<file path="src/hdl/ptgc_pkg.sv">
// shared types and constants of the path token grammar checker
// token, status and update codes, queue entry and result records
// no dependencies
package ptgc_pkg;

  localparam int MAX_STEPS = 64;
  localparam int STEP_W = $clog2(MAX_STEPS + 1);
  localparam int IDX_W = (STEP_W > 6) ? STEP_W : 6;
  localparam logic [STEP_W-1:0] STEP_MAX = STEP_W'(MAX_STEPS);

  localparam int FIFO_DEPTH = 4;
  localparam int PTR_W = $clog2(FIFO_DEPTH);
  localparam int CNT_W = $clog2(FIFO_DEPTH + 1);
  localparam logic [CNT_W-1:0] FIFO_FULL_CNT = CNT_W'(FIFO_DEPTH);

  typedef enum logic [4:0] {
    TK_END      = 5'd0,
    TK_NAME     = 5'd1,
    TK_AXIS     = 5'd2,
    TK_NODENAME = 5'd3,
    TK_LPAREN   = 5'd4,
    TK_RPAREN   = 5'd5,
    TK_LBRACKET = 5'd6,
    TK_RBRACKET = 5'd7,
    TK_AT       = 5'd8,
    TK_DCOLON   = 5'd9,
    TK_DSLASH   = 5'd10,
    TK_SLASH    = 5'd11,
    TK_LITERAL  = 5'd12,
    TK_EQ       = 5'd13,
    TK_NEQ      = 5'd14,
    TK_UNSUP    = 5'd15,
    TK_IGNORED  = 5'd16,
    TK_NONE     = 5'd31
  } tok_t;

  typedef enum logic [1:0] {
    AX_CHILD = 2'd0,
    AX_ATTR  = 2'd1,
    AX_DESC  = 2'd2,
    AX_OTHER = 2'd3
  } axis_t;

  typedef enum logic [2:0] {
    ST_OK      = 3'd0,
    ST_BAD     = 3'd1,
    ST_NOTSUP  = 3'd2,
    ST_NOTTERM = 3'd3,
    ST_NOTIMPL = 3'd4,
    ST_NOROOM  = 3'd5,
    ST_SKIP    = 3'd6,
    ST_SYNTAX  = 3'd7
  } status_t;

  typedef enum logic [3:0] {
    UPD_NONE       = 4'd0,
    UPD_STEP_NAME  = 4'd1,
    UPD_STEP_ATTR  = 4'd2,
    UPD_STEP_REL   = 4'd3,
    UPD_STEP_NODE  = 4'd4,
    UPD_PRED_NEW   = 4'd5,
    UPD_PRED_NAME  = 4'd6,
    UPD_PRED_ATTR  = 4'd7,
    UPD_PRED_OP    = 4'd8,
    UPD_PRED_VALUE = 4'd9
  } upd_t;

  typedef enum logic [1:0] {
    CMP_NONE = 2'd0,
    CMP_EQ   = 2'd1,
    CMP_NE   = 2'd2
  } cmp_t;

  typedef struct packed {
    tok_t        kind;
    axis_t       axis;
    logic        is_text;
    logic [15:0] toff;
    logic [7:0]  tlen;
    logic [15:0] lit_off;
    logic [7:0]  lit_len;
    logic        last;
  } entry_t;

  typedef struct packed {
    status_t     status;
    logic        new_step;
    logic [5:0]  step_index;
    upd_t        upd;
    cmp_t        op;
    logic [15:0] roff;
    logic [7:0]  rlen;
    logic        done;
  } result_t;

endpackage

</file>
<file path="src/hdl/ptgc_front.sv">
// front end: classifies an incoming token into a queue entry
// folds unknown kinds into unsupported, precomputes the unquoted literal span
// depends on ptgc_pkg
module ptgc_front (
  input  logic [4:0]      token_kind,
  input  logic [1:0]      axis_kind,
  input  logic            is_text_name,
  input  logic [15:0]     text_offset,
  input  logic [7:0]      text_len,
  input  logic            last_token,
  output ptgc_pkg::entry_t entry
);
  import ptgc_pkg::*;

  always_comb begin
    if (token_kind <= 5'd16) begin
      entry.kind = tok_t'(token_kind);
    end else begin
      entry.kind = TK_UNSUP;
    end
    entry.axis    = axis_t'(axis_kind);
    entry.is_text = is_text_name;
    entry.toff    = text_offset;
    entry.tlen    = text_len;
    entry.lit_off = text_offset + 16'd1;
    entry.lit_len = (text_len >= 8'd2) ? (text_len - 8'd2) : 8'd0;
    entry.last    = last_token;
  end

endmodule

</file>
<file path="src/hdl/ptgc_fifo.sv">
// short queue of classified tokens between front and back end
// depth from the package, registered pointers and fill count
// depends on ptgc_pkg
module ptgc_fifo (
  input  logic             clk,
  input  logic             rst,
  input  logic             wr,
  input  ptgc_pkg::entry_t wr_data,
  input  logic             rd,
  output ptgc_pkg::entry_t rd_data,
  output logic             full,
  output logic             nonempty
);
  import ptgc_pkg::*;

  entry_t           mem [FIFO_DEPTH];
  logic [PTR_W-1:0] wptr;
  logic [PTR_W-1:0] rptr;
  logic [CNT_W-1:0] count;

  assign full     = (count == FIFO_FULL_CNT);
  assign nonempty = (count != '0);
  assign rd_data  = mem[rptr];

  always_ff @(posedge clk) begin
    if (wr) begin
      mem[wptr] <= wr_data;
    end
  end

  always_ff @(posedge clk) begin
    if (rst) begin
      wptr  <= '0;
      rptr  <= '0;
      count <= '0;
    end else begin
      if (wr) begin
        wptr <= wptr + 1'b1;
      end
      if (rd) begin
        rptr <= rptr + 1'b1;
      end
      case ({wr, rd})
        2'b10:   count <= count + 1'b1;
        2'b01:   count <= count - 1'b1;
        default: count <= count;
      endcase
    end
  end

  a_count_bound: assert property (@(posedge clk) disable iff (rst)
    count <= FIFO_FULL_CNT) else $error("queue fill count beyond depth");

  a_count_inc: assert property (@(posedge clk) disable iff (rst)
    wr && !rd |=> count == $past(count) + 1'b1) else $error("queue count lost a write");

endmodule

</file>
<file path="src/hdl/ptgc_back.sv">
// back end: grammar state and per-token decision, result register
// takes a queue entry whenever the result register is free or being popped
// depends on ptgc_pkg
module ptgc_back (
  input  logic              clk,
  input  logic              rst,
  input  logic              in_valid,
  input  ptgc_pkg::entry_t  in_e,
  output logic              take,
  input  logic              pop,
  output logic              empty,
  output ptgc_pkg::result_t res
);
  import ptgc_pkg::*;

  tok_t              prev;
  logic              in_pred;
  logic              pred_attr;
  logic [STEP_W-1:0] step_count;
  logic              error_seen;
  logic              out_valid;

  tok_t              prev_next;
  logic              in_pred_next;
  logic              pred_attr_next;
  logic [STEP_W-1:0] step_count_next;
  logic              error_seen_next;
  result_t           res_next;

  logic              room;
  logic              name_ok;
  logic              axis_ok;
  logic              slash_ok;
  status_t           st;
  logic              ns;
  upd_t              upd;
  cmp_t              op;
  logic [15:0]       roff;
  logic [7:0]        rlen;
  logic [STEP_W-1:0] cnt_upd;
  logic [STEP_W-1:0] cnt_m1;
  logic [IDX_W-1:0]  idx_w;

  assign empty = !out_valid;
  assign take  = in_valid && (!out_valid || pop);

  assign room     = (step_count != STEP_MAX);
  assign name_ok  = (prev == TK_AT) || (prev == TK_AXIS) || (prev == TK_DCOLON) ||
                    (prev == TK_NONE) || (prev == TK_SLASH) || (prev == TK_DSLASH);
  assign axis_ok  = (prev == TK_LBRACKET) || (prev == TK_DSLASH) ||
                    (prev == TK_NONE) || (prev == TK_SLASH);
  assign slash_ok = (prev == TK_RBRACKET) || (prev == TK_NAME) || (prev == TK_NONE);

  always_comb begin
    st             = ST_OK;
    ns             = 1'b0;
    upd            = UPD_NONE;
    op             = CMP_NONE;
    roff           = '0;
    rlen           = '0;
    cnt_upd        = step_count;
    in_pred_next   = in_pred;
    pred_attr_next = pred_attr;
    prev_next      = prev;
    if (error_seen) begin
      st = ST_SKIP;
    end else begin
      case (in_e.kind)
        TK_END: begin
          if (!((prev == TK_NAME) || (prev == TK_RBRACKET) || (prev == TK_RPAREN))) begin
            st = ST_NOTTERM;
          end else if (in_pred) begin
            st = ST_SYNTAX;
          end
        end
        TK_NAME: begin
          if (!name_ok) begin
            st = ST_NOTSUP;
          end else if (in_pred) begin
            if (!pred_attr) begin
              st = ST_NOTIMPL;
            end else begin
              upd  = UPD_PRED_NAME;
              roff = in_e.toff;
              rlen = in_e.tlen;
            end
          end else if (prev == TK_NONE && !room) begin
            st = ST_NOROOM;
          end else begin
            if (prev == TK_NONE) begin
              ns      = 1'b1;
              cnt_upd = step_count + 1'b1;
            end
            upd  = UPD_STEP_NAME;
            roff = in_e.toff;
            rlen = in_e.tlen;
          end
        end
        TK_AXIS: begin
          if (!axis_ok) begin
            st = ST_BAD;
          end else if (in_e.axis == AX_OTHER) begin
            st = ST_NOTSUP;
          end else if (in_pred) begin
            if (in_e.axis != AX_ATTR) begin
              st = ST_NOTSUP;
            end else begin
              pred_attr_next = 1'b1;
              upd            = UPD_PRED_ATTR;
            end
          end else if (prev == TK_NONE && !room) begin
            st = ST_NOROOM;
          end else begin
            if (prev == TK_NONE) begin
              ns      = 1'b1;
              cnt_upd = step_count + 1'b1;
            end
            if (in_e.axis == AX_ATTR) begin
              upd = UPD_STEP_ATTR;
            end else if (in_e.axis == AX_DESC) begin
              upd = UPD_STEP_REL;
            end
          end
        end
        TK_NODENAME: begin
          if (in_pred || !name_ok || !in_e.is_text) begin
            st = ST_NOTSUP;
          end else if (prev == TK_NONE && !room) begin
            st = ST_NOROOM;
          end else begin
            if (prev == TK_NONE) begin
              ns      = 1'b1;
              cnt_upd = step_count + 1'b1;
            end
            upd  = UPD_STEP_NODE;
            roff = in_e.toff;
            rlen = in_e.tlen;
          end
        end
        TK_LPAREN: begin
          if (prev != TK_NODENAME) begin
            st = ST_BAD;
          end
        end
        TK_RPAREN: begin
          if (prev != TK_LPAREN) begin
            st = ST_NOTSUP;
          end
        end
        TK_LBRACKET: begin
          if (in_pred) begin
            st = ST_NOTSUP;
          end else if (prev != TK_NAME) begin
            st = ST_BAD;
          end else begin
            in_pred_next   = 1'b1;
            pred_attr_next = 1'b0;
            upd            = UPD_PRED_NEW;
          end
        end
        TK_RBRACKET: begin
          if (!in_pred) begin
            st = ST_NOTSUP;
          end else if (prev != TK_LITERAL) begin
            st = ST_BAD;
          end else begin
            in_pred_next = 1'b0;
          end
        end
        TK_AT: begin
          if (!axis_ok) begin
            st = ST_BAD;
          end else if (in_pred) begin
            pred_attr_next = 1'b1;
            upd            = UPD_PRED_ATTR;
          end else if (prev == TK_NONE && !room) begin
            st = ST_NOROOM;
          end else begin
            if (prev == TK_NONE) begin
              ns      = 1'b1;
              cnt_upd = step_count + 1'b1;
            end
            upd = UPD_STEP_ATTR;
          end
        end
        TK_DCOLON: begin
          if (!((prev == TK_AT) || (prev == TK_AXIS))) begin
            st = ST_BAD;
          end
        end
        TK_DSLASH, TK_SLASH: begin
          if (in_pred || !slash_ok) begin
            st = ST_NOTSUP;
          end else if (!room) begin
            st = ST_NOROOM;
          end else begin
            ns      = 1'b1;
            cnt_upd = step_count + 1'b1;
            if (in_e.kind == TK_DSLASH) begin
              upd = UPD_STEP_REL;
            end
          end
        end
        TK_LITERAL: begin
          if (in_pred && ((prev == TK_EQ) || (prev == TK_NEQ))) begin
            upd  = UPD_PRED_VALUE;
            roff = in_e.lit_off;
            rlen = in_e.lit_len;
          end else begin
            st = ST_NOTSUP;
          end
        end
        TK_EQ, TK_NEQ: begin
          if (in_pred && prev == TK_NAME) begin
            upd = UPD_PRED_OP;
            op  = (in_e.kind == TK_EQ) ? CMP_EQ : CMP_NE;
          end else begin
            st = ST_NOTSUP;
          end
        end
        TK_IGNORED: begin
          st = ST_OK;
        end
        default: begin
          st = ST_NOTSUP;
        end
      endcase
      if (st != ST_OK) begin
        ns             = 1'b0;
        upd            = UPD_NONE;
        op             = CMP_NONE;
        roff           = '0;
        rlen           = '0;
        cnt_upd        = step_count;
        in_pred_next   = in_pred;
        pred_attr_next = pred_attr;
      end
      prev_next = in_e.kind;
    end
  end

  // step index is the count after this token minus one
  always_comb begin
    cnt_m1 = (cnt_upd != '0) ? (cnt_upd - 1'b1) : '0;
    idx_w  = IDX_W'(cnt_m1);
    res_next.status     = st;
    res_next.new_step   = ns;
    res_next.step_index = idx_w[5:0];
    res_next.upd        = upd;
    res_next.op         = op;
    res_next.roff       = roff;
    res_next.rlen       = rlen;
    res_next.done       = in_e.last;
  end

  always_comb begin
    error_seen_next = error_seen || (st != ST_OK && st != ST_SKIP);
    step_count_next = cnt_upd;
    if (in_e.last) begin
      error_seen_next = 1'b0;
      step_count_next = '0;
    end
  end

  always_ff @(posedge clk) begin
    if (rst) begin
      prev       <= TK_NONE;
      in_pred    <= 1'b0;
      pred_attr  <= 1'b0;
      step_count <= '0;
      error_seen <= 1'b0;
    end else if (take) begin
      error_seen <= error_seen_next;
      step_count <= step_count_next;
      if (in_e.last) begin
        prev      <= TK_NONE;
        in_pred   <= 1'b0;
        pred_attr <= 1'b0;
      end else begin
        prev      <= prev_next;
        in_pred   <= in_pred_next;
        pred_attr <= pred_attr_next;
      end
    end
  end

  always_ff @(posedge clk) begin
    if (rst) begin
      out_valid <= 1'b0;
    end else if (take) begin
      out_valid <= 1'b1;
    end else if (pop) begin
      out_valid <= 1'b0;
    end
  end

  always_ff @(posedge clk) begin
    if (take) begin
      res <= res_next;
    end
  end

  a_last_clears: assert property (@(posedge clk) disable iff (rst)
    take && in_e.last |=> step_count == '0 && !error_seen && !in_pred && prev == TK_NONE)
    else $error("state not cleared after last token");

  a_skip_after_error: assert property (@(posedge clk) disable iff (rst)
    take && error_seen |=> res.status == ST_SKIP && res.upd == UPD_NONE)
    else $error("token after error not skipped");

  a_error_no_update: assert property (@(posedge clk) disable iff (rst)
    out_valid && res.status != ST_OK |-> res.upd == UPD_NONE && !res.new_step)
    else $error("failed token carries an update");

endmodule

</file>
<file path="src/hdl/path_token_grammar_checker_top.sv">
// Path token grammar checker, top level. Tokens of one path expression are
// pushed at up to one per clock while full is low; each yields exactly one
// result, in order. A token is classified on entry and written into a four-entry
// queue; the back end takes one entry per cycle while the result register is free
// or being popped, makes the grammar decision against the previous token and the
// predicate mode combinationally and holds the result in an output register.
// With pop held high a token passes the queue and then the output register, and
// the sustained rate is one token per cycle, set by the grammar update in the
// back end. Up to five results can wait while the result side stalls; full
// rises when the queue holds four entries. No clearing pass runs after reset.
// depends on ptgc_pkg, ptgc_front, ptgc_fifo, ptgc_back
module path_token_grammar_checker_top (
  input  logic        clk,
  input  logic        rst,
  input  logic        push,
  output logic        full,
  input  logic [4:0]  token_kind,
  input  logic [1:0]  axis_kind,
  input  logic        is_text_name,
  input  logic [15:0] text_offset,
  input  logic [7:0]  text_len,
  input  logic        last_token,
  output logic        empty,
  input  logic        pop,
  output logic [2:0]  status,
  output logic        new_step,
  output logic [5:0]  step_index,
  output logic [3:0]  update_kind,
  output logic [1:0]  compare_op,
  output logic [15:0] ref_offset,
  output logic [7:0]  ref_len,
  output logic        expr_done
);
  import ptgc_pkg::*;

  entry_t  front_e;
  entry_t  q_e;
  logic    q_nonempty;
  logic    take;
  logic    wr;
  result_t res;

  assign wr = push && !full;

  ptgc_front u_front (
    .token_kind   (token_kind),
    .axis_kind    (axis_kind),
    .is_text_name (is_text_name),
    .text_offset  (text_offset),
    .text_len     (text_len),
    .last_token   (last_token),
    .entry        (front_e)
  );

  ptgc_fifo u_fifo (
    .clk      (clk),
    .rst      (rst),
    .wr       (wr),
    .wr_data  (front_e),
    .rd       (take),
    .rd_data  (q_e),
    .full     (full),
    .nonempty (q_nonempty)
  );

  ptgc_back u_back (
    .clk      (clk),
    .rst      (rst),
    .in_valid (q_nonempty),
    .in_e     (q_e),
    .take     (take),
    .pop      (pop),
    .empty    (empty),
    .res      (res)
  );

  assign status      = res.status;
  assign new_step    = res.new_step;
  assign step_index  = res.step_index;
  assign update_kind = res.upd;
  assign compare_op  = res.op;
  assign ref_offset  = res.roff;
  assign ref_len     = res.rlen;
  assign expr_done   = res.done;

endmodule
</file>
<file path="config.mk">
export PLATFORM = sky130hd
export DESIGN_NAME = path_token_grammar_checker_top
export DESIGN_NICKNAME = d
export VERILOG_FILES = /design/src/hdl/ptgc_pkg.sv /design/src/hdl/ptgc_front.sv /design/src/hdl/ptgc_fifo.sv /design/src/hdl/ptgc_back.sv /design/src/hdl/path_token_grammar_checker_top.sv
export SDC_FILE = /design/constraint.sdc
export NUM_CORES = 1
export LEC_CHECK = 0
export BUFFER_PORTS_ARGS = -buffer_cell sky130_fd_sc_hd__buf_4
export CAP_MARGIN = 20
export CELL_PAD_IN_SITES_DETAIL_PLACEMENT = 0
export CELL_PAD_IN_SITES_GLOBAL_PLACEMENT = 2
export CORE_UTILIZATION = 44
export CTS_CLUSTER_SIZE = 24
export DETAILED_ROUTE_END_ITERATION = 8
export PLACE_DENSITY_LB_ADDON = 0.1
export SETUP_SLACK_MARGIN = 0.02
export SLEW_MARGIN = 0
export SYNTH_ARGS = -nofsm -noshare
export SYNTH_HDL_FRONTEND = slang
export SYNTH_SLANG_ARGS = --single-unit
export TNS_END_PERCENT = 30
</file>
<file path="constraint.sdc">
create_clock -name clk -period 4.8 [get_ports clk]
set_input_delay 0.72 -clock clk [delete_from_list [all_inputs] [get_ports clk]]
set_output_delay 0.72 -clock clk [all_outputs]
set_load 0.03 [all_outputs]
</file>
Word-level counts from Yosys, hierarchy flattened
Memory sizes are Yosys's and may differ from the RTL's. A register that Yosys moved wholly into a read port is not among the register bits.
Index checks and enable logic that the tools add are counted.
{"block": "word_totals", "ff_bits": 64, "mem_bits_rw": 228, "n_memories": 1}
{"block": "classes", "add_sub_neg": 8, "n_lt_le_gt_ge": 2, "eq_ne": 50, "n_mux": 123, "n_bitwise": 2, "reduce_logical": 45}
{"memory": "u_fifo.mem", "depth": 4, "word_bits": 57, "read_ports": 1, "rd_ports_with_merged_regs": 1, "write_ports": 1, "line": "ptgc_fifo.sv:16", "text": "entry_t mem [FIFO_DEPTH];"}
{"cell": "$mux 16", "count": 6}
{"cell": "$mux 7", "count": 13}
{"cell": "$mux 3", "count": 22}
{"cell": "$eq 5x4->1 const B", "count": 13}
{"cell": "$mux 4", "count": 15}
{"cell": "$mux 8", "count": 7}
{"cell": "$pmux 16 s3", "count": 1}
{"cell": "$pmux 3 s14", "count": 1}
{"cell": "$mux 1", "count": 38}
{"cell": "$eq 5x3->1 const B", "count": 7}
{"cell": "$pmux 7 s5", "count": 1}
{"cell": "$pmux 4 s8", "count": 1}
{"cell": "$pmux 8 s3", "count": 1}
{"cell": "$mux 2", "count": 10}
{"cell": "$logic_or 1x1->1", "count": 17}
{"cell": "$add 16x1->16 const B", "count": 1}
{"cell": "$eq 5x2->1 const B", "count": 3}
{"cell": "$mux 5", "count": 3}
{"cell": "$ne 3x1->1 const B", "count": 4}
{"cell": "$ne 3x2->1 const B", "count": 4}
{"cell": "$reduce_and 12->1", "count": 1}
{"cell": "$reduce_bool 3->1", "count": 4}
{"cell": "$eq 5x1->1 const B", "count": 2}
{"cell": "$eq 5x5->1 const B", "count": 2}
{"cell": "other kinds (33)", "count": 53}

Logic depth before layout (Yosys ltp)
{"block": "logic_depth", "ltp_word": 17, "mapped_depth": 17, "depth_no_buf": 15}

Hierarchy
A second synthesis with hierarchy kept.
{"block": "hier_totals", "cells_unflattened": 900, "area_unflattened_um2": 13315.3}
{"module": "ptgc_fifo", "instances": 1, "cells_per_inst": 344, "area_each_um2": 8653.3, "seq_area_each_um2": 7026.7}
{"module": "ptgc_back", "instances": 1, "cells_per_inst": 453, "area_each_um2": 3912.5, "seq_area_each_um2": 1551.5}
{"module": "ptgc_front", "instances": 1, "cells_per_inst": 102, "area_each_um2": 735.7, "seq_area_each_um2": 0.0}
{"module": "path_token_grammar_checker_top", "instances": 1, "cells_per_inst": 1, "area_each_um2": 13.8, "seq_area_each_um2": 0.0}

Worst setup path after synthesis
No wires, ideal clock.
{"block": "synth_path", "path_kind": "register to register", "startpoint": "register (tool-made name)", "endpoint": "register, netlist name u_back.res[34]", "setup_ns": 0.268, "t_arrival_ns": 3.361, "path_slack_ns": 1.172, "path_stages_with_launch": 16, "period_less_slack_ns": 3.628, "cell_sequence": "dfxtp_1 > buf_6 > buf_6 > mux4_2 > buf_2 > clkbuf_1 > nor2b_1 > nand3_1 > nand3_1 > a2111oi_0 > and3_1 > mux2i_2 > ha_1 > nand4bb_1 > nor4_2 > nor2_1"}

==> impl_summary.log <==
[metrics] number of top-level pins: 80
[metrics] final hold viol count: 0
[metrics] number of nets in the finished design: ~1000
[metrics] kind of end point of the critical path: flip-flop
[metrics] critical path start-end classification: reg -> reg
[metrics] highest-delay cell along the critical path: sky130_fd_sc_hd__mux4_2
[metrics] final critical-path required period: between 4000 and 5000 ps
[metrics] number of library cell types mapped by synthesis: between 70 and 80
[metrics] Worst-Margin Slew: 947 ps
[metrics] area of the multi-input gates: around 4300 sq um
[metrics] starting density of the core: 0.452
[metrics] setup TNS: 0 ps
[metrics] total CTS buffers: 30
[metrics] largest buffer count on any clock path: 3
[metrics] share of Yosys cell area claimed by the top area cell type: 0.616
[metrics] Relative slew margins: 0.366
[metrics] count of inserted antenna diode cells: 0
[metrics] Mapped Nets: 938
[metrics] core region area: 29000 sq um
[metrics] Clock Skew: 32.0 ps
[metrics] count of flip-flops with a built-in enable after synthesis: 269
[metrics] Remaining DRCs: 0
[metrics] adder-cell share of the synthesized area: 0.0149
[metrics] layout cells sized above 1: 0.224
[metrics] total grt overflow: 0
[metrics] Mean Syn Cell Area: approximately 15 sq um
[metrics] cts-stage hold buffer count: 0
[metrics] count of H-tree levels built during CTS: 1
[metrics] via count of the first global-routing pass: between 8000 and 9000
[metrics] switching pwr: 2.97 mW
[metrics] area growth from synthesis to layout: 15.1%
[metrics] fraction of the yosys area taken by sequential cells: 0.654
[metrics] crit path max fanout: 20
[metrics] leading cell type by number of instances after synthesis: sky130_fd_sc_hd__edfxtp_1
[metrics] Yosys Warn Count: 0
[metrics] commonest register cell after synthesis: sky130_fd_sc_hd__edfxtp_1
[metrics] PostCTS Resize Cnt: 0
[metrics] Synth Instances: about 900
[metrics] Vias per Instance: 5.82
[metrics] Worst IR Drop VDD: ~390 uV
[metrics] GP Congestion: 0.853
[metrics] CP Buf/Inv Count: 0
[metrics] antenna violations before repair: 1
[metrics] fillers: 2454
[metrics] largest net degree at the start of global routing: 58
[metrics] xor/xnor cell area share of the yosys netlist: 0.0214
[metrics] simple logic cell fraction of the synthesized area: 0.109
[metrics] Setup Fix Bufs, Post-CTS: 0
[metrics] path category of the worst min-delay check: in -> reg
[metrics] insertion delay of the later-clocked pin in the worst-skew pair: between 500 and 600 ps
[metrics] number of max-slew violations in the final report: 0
[metrics] height of the chip: 175 microns
[metrics] area of the die: between 30000 and 40000 sq um
[metrics] crit start category: flip-flop
[metrics] post-synthesis cell area: 13100 sq um
[metrics] Crit path largest cell delay: 740 ps
[metrics] RSZ-0062 raised after global routing: false
[metrics] Crit path arrival time: 4510 ps
[metrics] chain of cells forming the critical path: mux4_2 > nor3b_1 > nand4_1 > a41oi_1 > a2111oi_0 > and3_1 > mux2i_2 > ha_1 > nand4bb_1 > nor4_2 > nor2_1
[metrics] final antenna-violating net count: 0
[metrics] multiplexer area fraction after synthesis: 0.101
[metrics] area fraction in compound gates after synthesis: 0.0766
[metrics] clock tree from TritonCTS: done
[metrics] global-route wire length before repair: 46.5 mm
[metrics] drt initial violations: 687
[metrics] Post-DP HPWL: approximately 18 mm
[metrics] Top delay family on crit path: simple AND/OR/NAND/NOR gates
[metrics] max-cap violation count: 0
[metrics] synthesized flop and latch total: 294
[metrics] clk sink count: a little under 300
[metrics] clock transition at the registers of the reported paths: roughly 60 ps
[metrics] width of the die: between 150 and 200 microns
[metrics] proportion of register bits with asynchronous set or reset after synthesis: 0
[metrics] Gate power share: 0.330
[metrics] highest clock frequency the design can meet: 237 MHz
[metrics] Crit path required time: a little over 5000 ps
[metrics] global routing usage summed across all routing layers: 0.197
[metrics] clock root buffer: sky130_fd_sc_hd__clkbuf_16
[metrics] number of detailed-route iterations in the first pass: 6
[metrics] Period Utilization, post-route: 0.879
[metrics] register share of total power: 0.408
[metrics] main combinational cell family by area after synthesis: simple AND/OR/NAND/NOR gates
[metrics] startpoint of the most critical hold path: text_offset[15]
[metrics] most instantiated cells after synthesis: sky130_fd_sc_hd__edfxtp_1, sky130_fd_sc_hd__nor2_1, sky130_fd_sc_hd__mux4_2, sky130_fd_sc_hd__clkbuf_1, sky130_fd_sc_hd__a22oi_1
[metrics] power per cell area: about 570 nW/um^2
[metrics] overall power consumption: 8.62 mW
[metrics] number of setup violations in the final report: 0
[metrics] overall via count from detail_route: 7962
[metrics] post-synth top area cell: sky130_fd_sc_hd__edfxtp_1
[metrics] Rows: 62
[metrics] outcome: finished clean
[metrics] number of buffers inserted by port buffering: between 70 and 80
[metrics] Storage cell area: about 8600 sq um
[metrics] part of the total power dissipated in the clock network: 0.262
[metrics] leakage power summed over all cells: 5.04 nW
[metrics] final routed wirelength across all metal layers: 29.4 mm
[metrics] cell internal pwr: 5.66 mW
[metrics] routed len/inst: 21.5 microns
[metrics] proportion of total power due to net switching: 0.344
[metrics] top cells by area, synth: sky130_fd_sc_hd__edfxtp_1, sky130_fd_sc_hd__mux4_2, sky130_fd_sc_hd__dfxtp_1, sky130_fd_sc_hd__nor2_1, sky130_fd_sc_hd__a22oi_1
layer usage:
layer	wire (microns)	vias to the layer above	track usage
met1	12100	4044	0.242
met4	814	2	0.0572
li1	-	3626	-
met5	13	-	0
met3	1420	66	0.0333
met2	15100	224	0.354
cells by family after synthesis:
logic type	count (synthesis)
AOI/OAI and AO/OA	142
adders and majority gates	15
xor gates and xnor gates	32
and+or+nand+nor	268
DFF	294
muxes	62
buffers and inverters	73
sequential cells by signal (all words and copies together) (netlist names), named ones only:
| signal | cells |
|---|---|
| u_back.error_seen | 1 |
| u_back.prev | 5 |
| u_fifo.rptr | 2 |
| u_back.pred_attr | 1 |
| u_fifo.mem | 228 |
| u_back.res | 41 |
| u_back.step_count | 7 |
| u_back.in_pred | 1 |
| u_fifo.count | 3 |
| u_back.out_valid | 1 |
| u_fifo.wptr | 2 |
power groups by stage:
stage | Combinational, mW | Sequential (mW) | Clock [mW]
6_report | 2.85 | 3.52 | 2.26
5_1_grt | 3.07 | 3.57 | 2.42
4_1_cts | 2.85 | 3.53 | 2.32
3_5_place_dp | 2.84 | 3.57 | 0
3_3_place_gp | 2.83 | 3.56 | 0
2_1_floorplan | 1.67 | 3.85 | 0
worst reg2reg max path: stages, from the launching register on:
cell	delay (ps)
sky130_fd_sc_hd__dfxtp_4	440
sky130_fd_sc_hd__mux4_2	740
sky130_fd_sc_hd__nor3b_1	500
sky130_fd_sc_hd__nand4_1	470
sky130_fd_sc_hd__a41oi_1	400
sky130_fd_sc_hd__a2111oi_0	110
sky130_fd_sc_hd__and3_1	260
sky130_fd_sc_hd__mux2i_2	290
sky130_fd_sc_hd__ha_1	200
sky130_fd_sc_hd__nand4bb_1	150
sky130_fd_sc_hd__nor4_2	310
sky130_fd_sc_hd__nor2_1	90
final cells by class:
class,count,share of cell area
Inverter,24,0.00597
Timing Repair Buffer,91,0.0472
Clock inverter,24,0.0138
Clock buffer,32,0.0502
Sequential cell,294,0.568
Multi-Input combinational cell,519,0.282
Tap cell,384,0.0318
final timing paths:
kind / end / slack [ps] / cells past startpoint
max: u_back.res[34] / 580 / 11
max reg2reg: u_back.res[34] / 580 / 11
min: u_fifo.mem[3][48] / 360 / 1
min reg2reg: u_back.out_valid / 470 / 2
cells in the final DEF (no fill, tap or decap), types with 4 or more instances in the layout:
master,instances
sky130_fd_sc_hd__edfxtp_1,269
sky130_fd_sc_hd__buf_4,88
sky130_fd_sc_hd__nor2_1,82
sky130_fd_sc_hd__mux4_2,56
sky130_fd_sc_hd__a22oi_1,32
sky130_fd_sc_hd__nand2_1,30
sky130_fd_sc_hd__clkbuf_16,30
sky130_fd_sc_hd__nand3_1,28
sky130_fd_sc_hd__a21oi_1,27
sky130_fd_sc_hd__inv_1,23
sky130_fd_sc_hd__dfxtp_1,23
sky130_fd_sc_hd__o21ai_0,20
sky130_fd_sc_hd__xnor2_1,19
sky130_fd_sc_hd__nor3_1,18
sky130_fd_sc_hd__nand2b_1,17
sky130_fd_sc_hd__and3_1,16
sky130_fd_sc_hd__ha_1,14
sky130_fd_sc_hd__xor2_1,13
sky130_fd_sc_hd__or3_1,11
sky130_fd_sc_hd__o22ai_1,11
sky130_fd_sc_hd__clkinv_1,11
sky130_fd_sc_hd__nor2b_1,9
sky130_fd_sc_hd__nand4_1,9
sky130_fd_sc_hd__nor4_1,8
sky130_fd_sc_hd__clkinv_2,8
sky130_fd_sc_hd__a211o_1,5
sky130_fd_sc_hd__or2_2,5
sky130_fd_sc_hd__mux2i_1,5
sky130_fd_sc_hd__nor3b_1,4
sky130_fd_sc_hd__and2_1,4
sky130_fd_sc_hd__o221ai_1,4
sky130_fd_sc_hd__a31oi_1,4
sky130_fd_sc_hd__and2_2,4
through the flow:
stage               cells  area (sq um)  setup WS, ps  hold WS (ps)   util
finish               1368         15100           583           358  0.520
global route         1368         15100           215           333  0.520
CTS                  1367         15100           585           328  0.519
detailed placement   1311         14100           595           466  0.486
global placement     1310         14100           705           458  0.486
floorplan             886         13100          1170           446      -
Power figures use the tool's default switching activity.
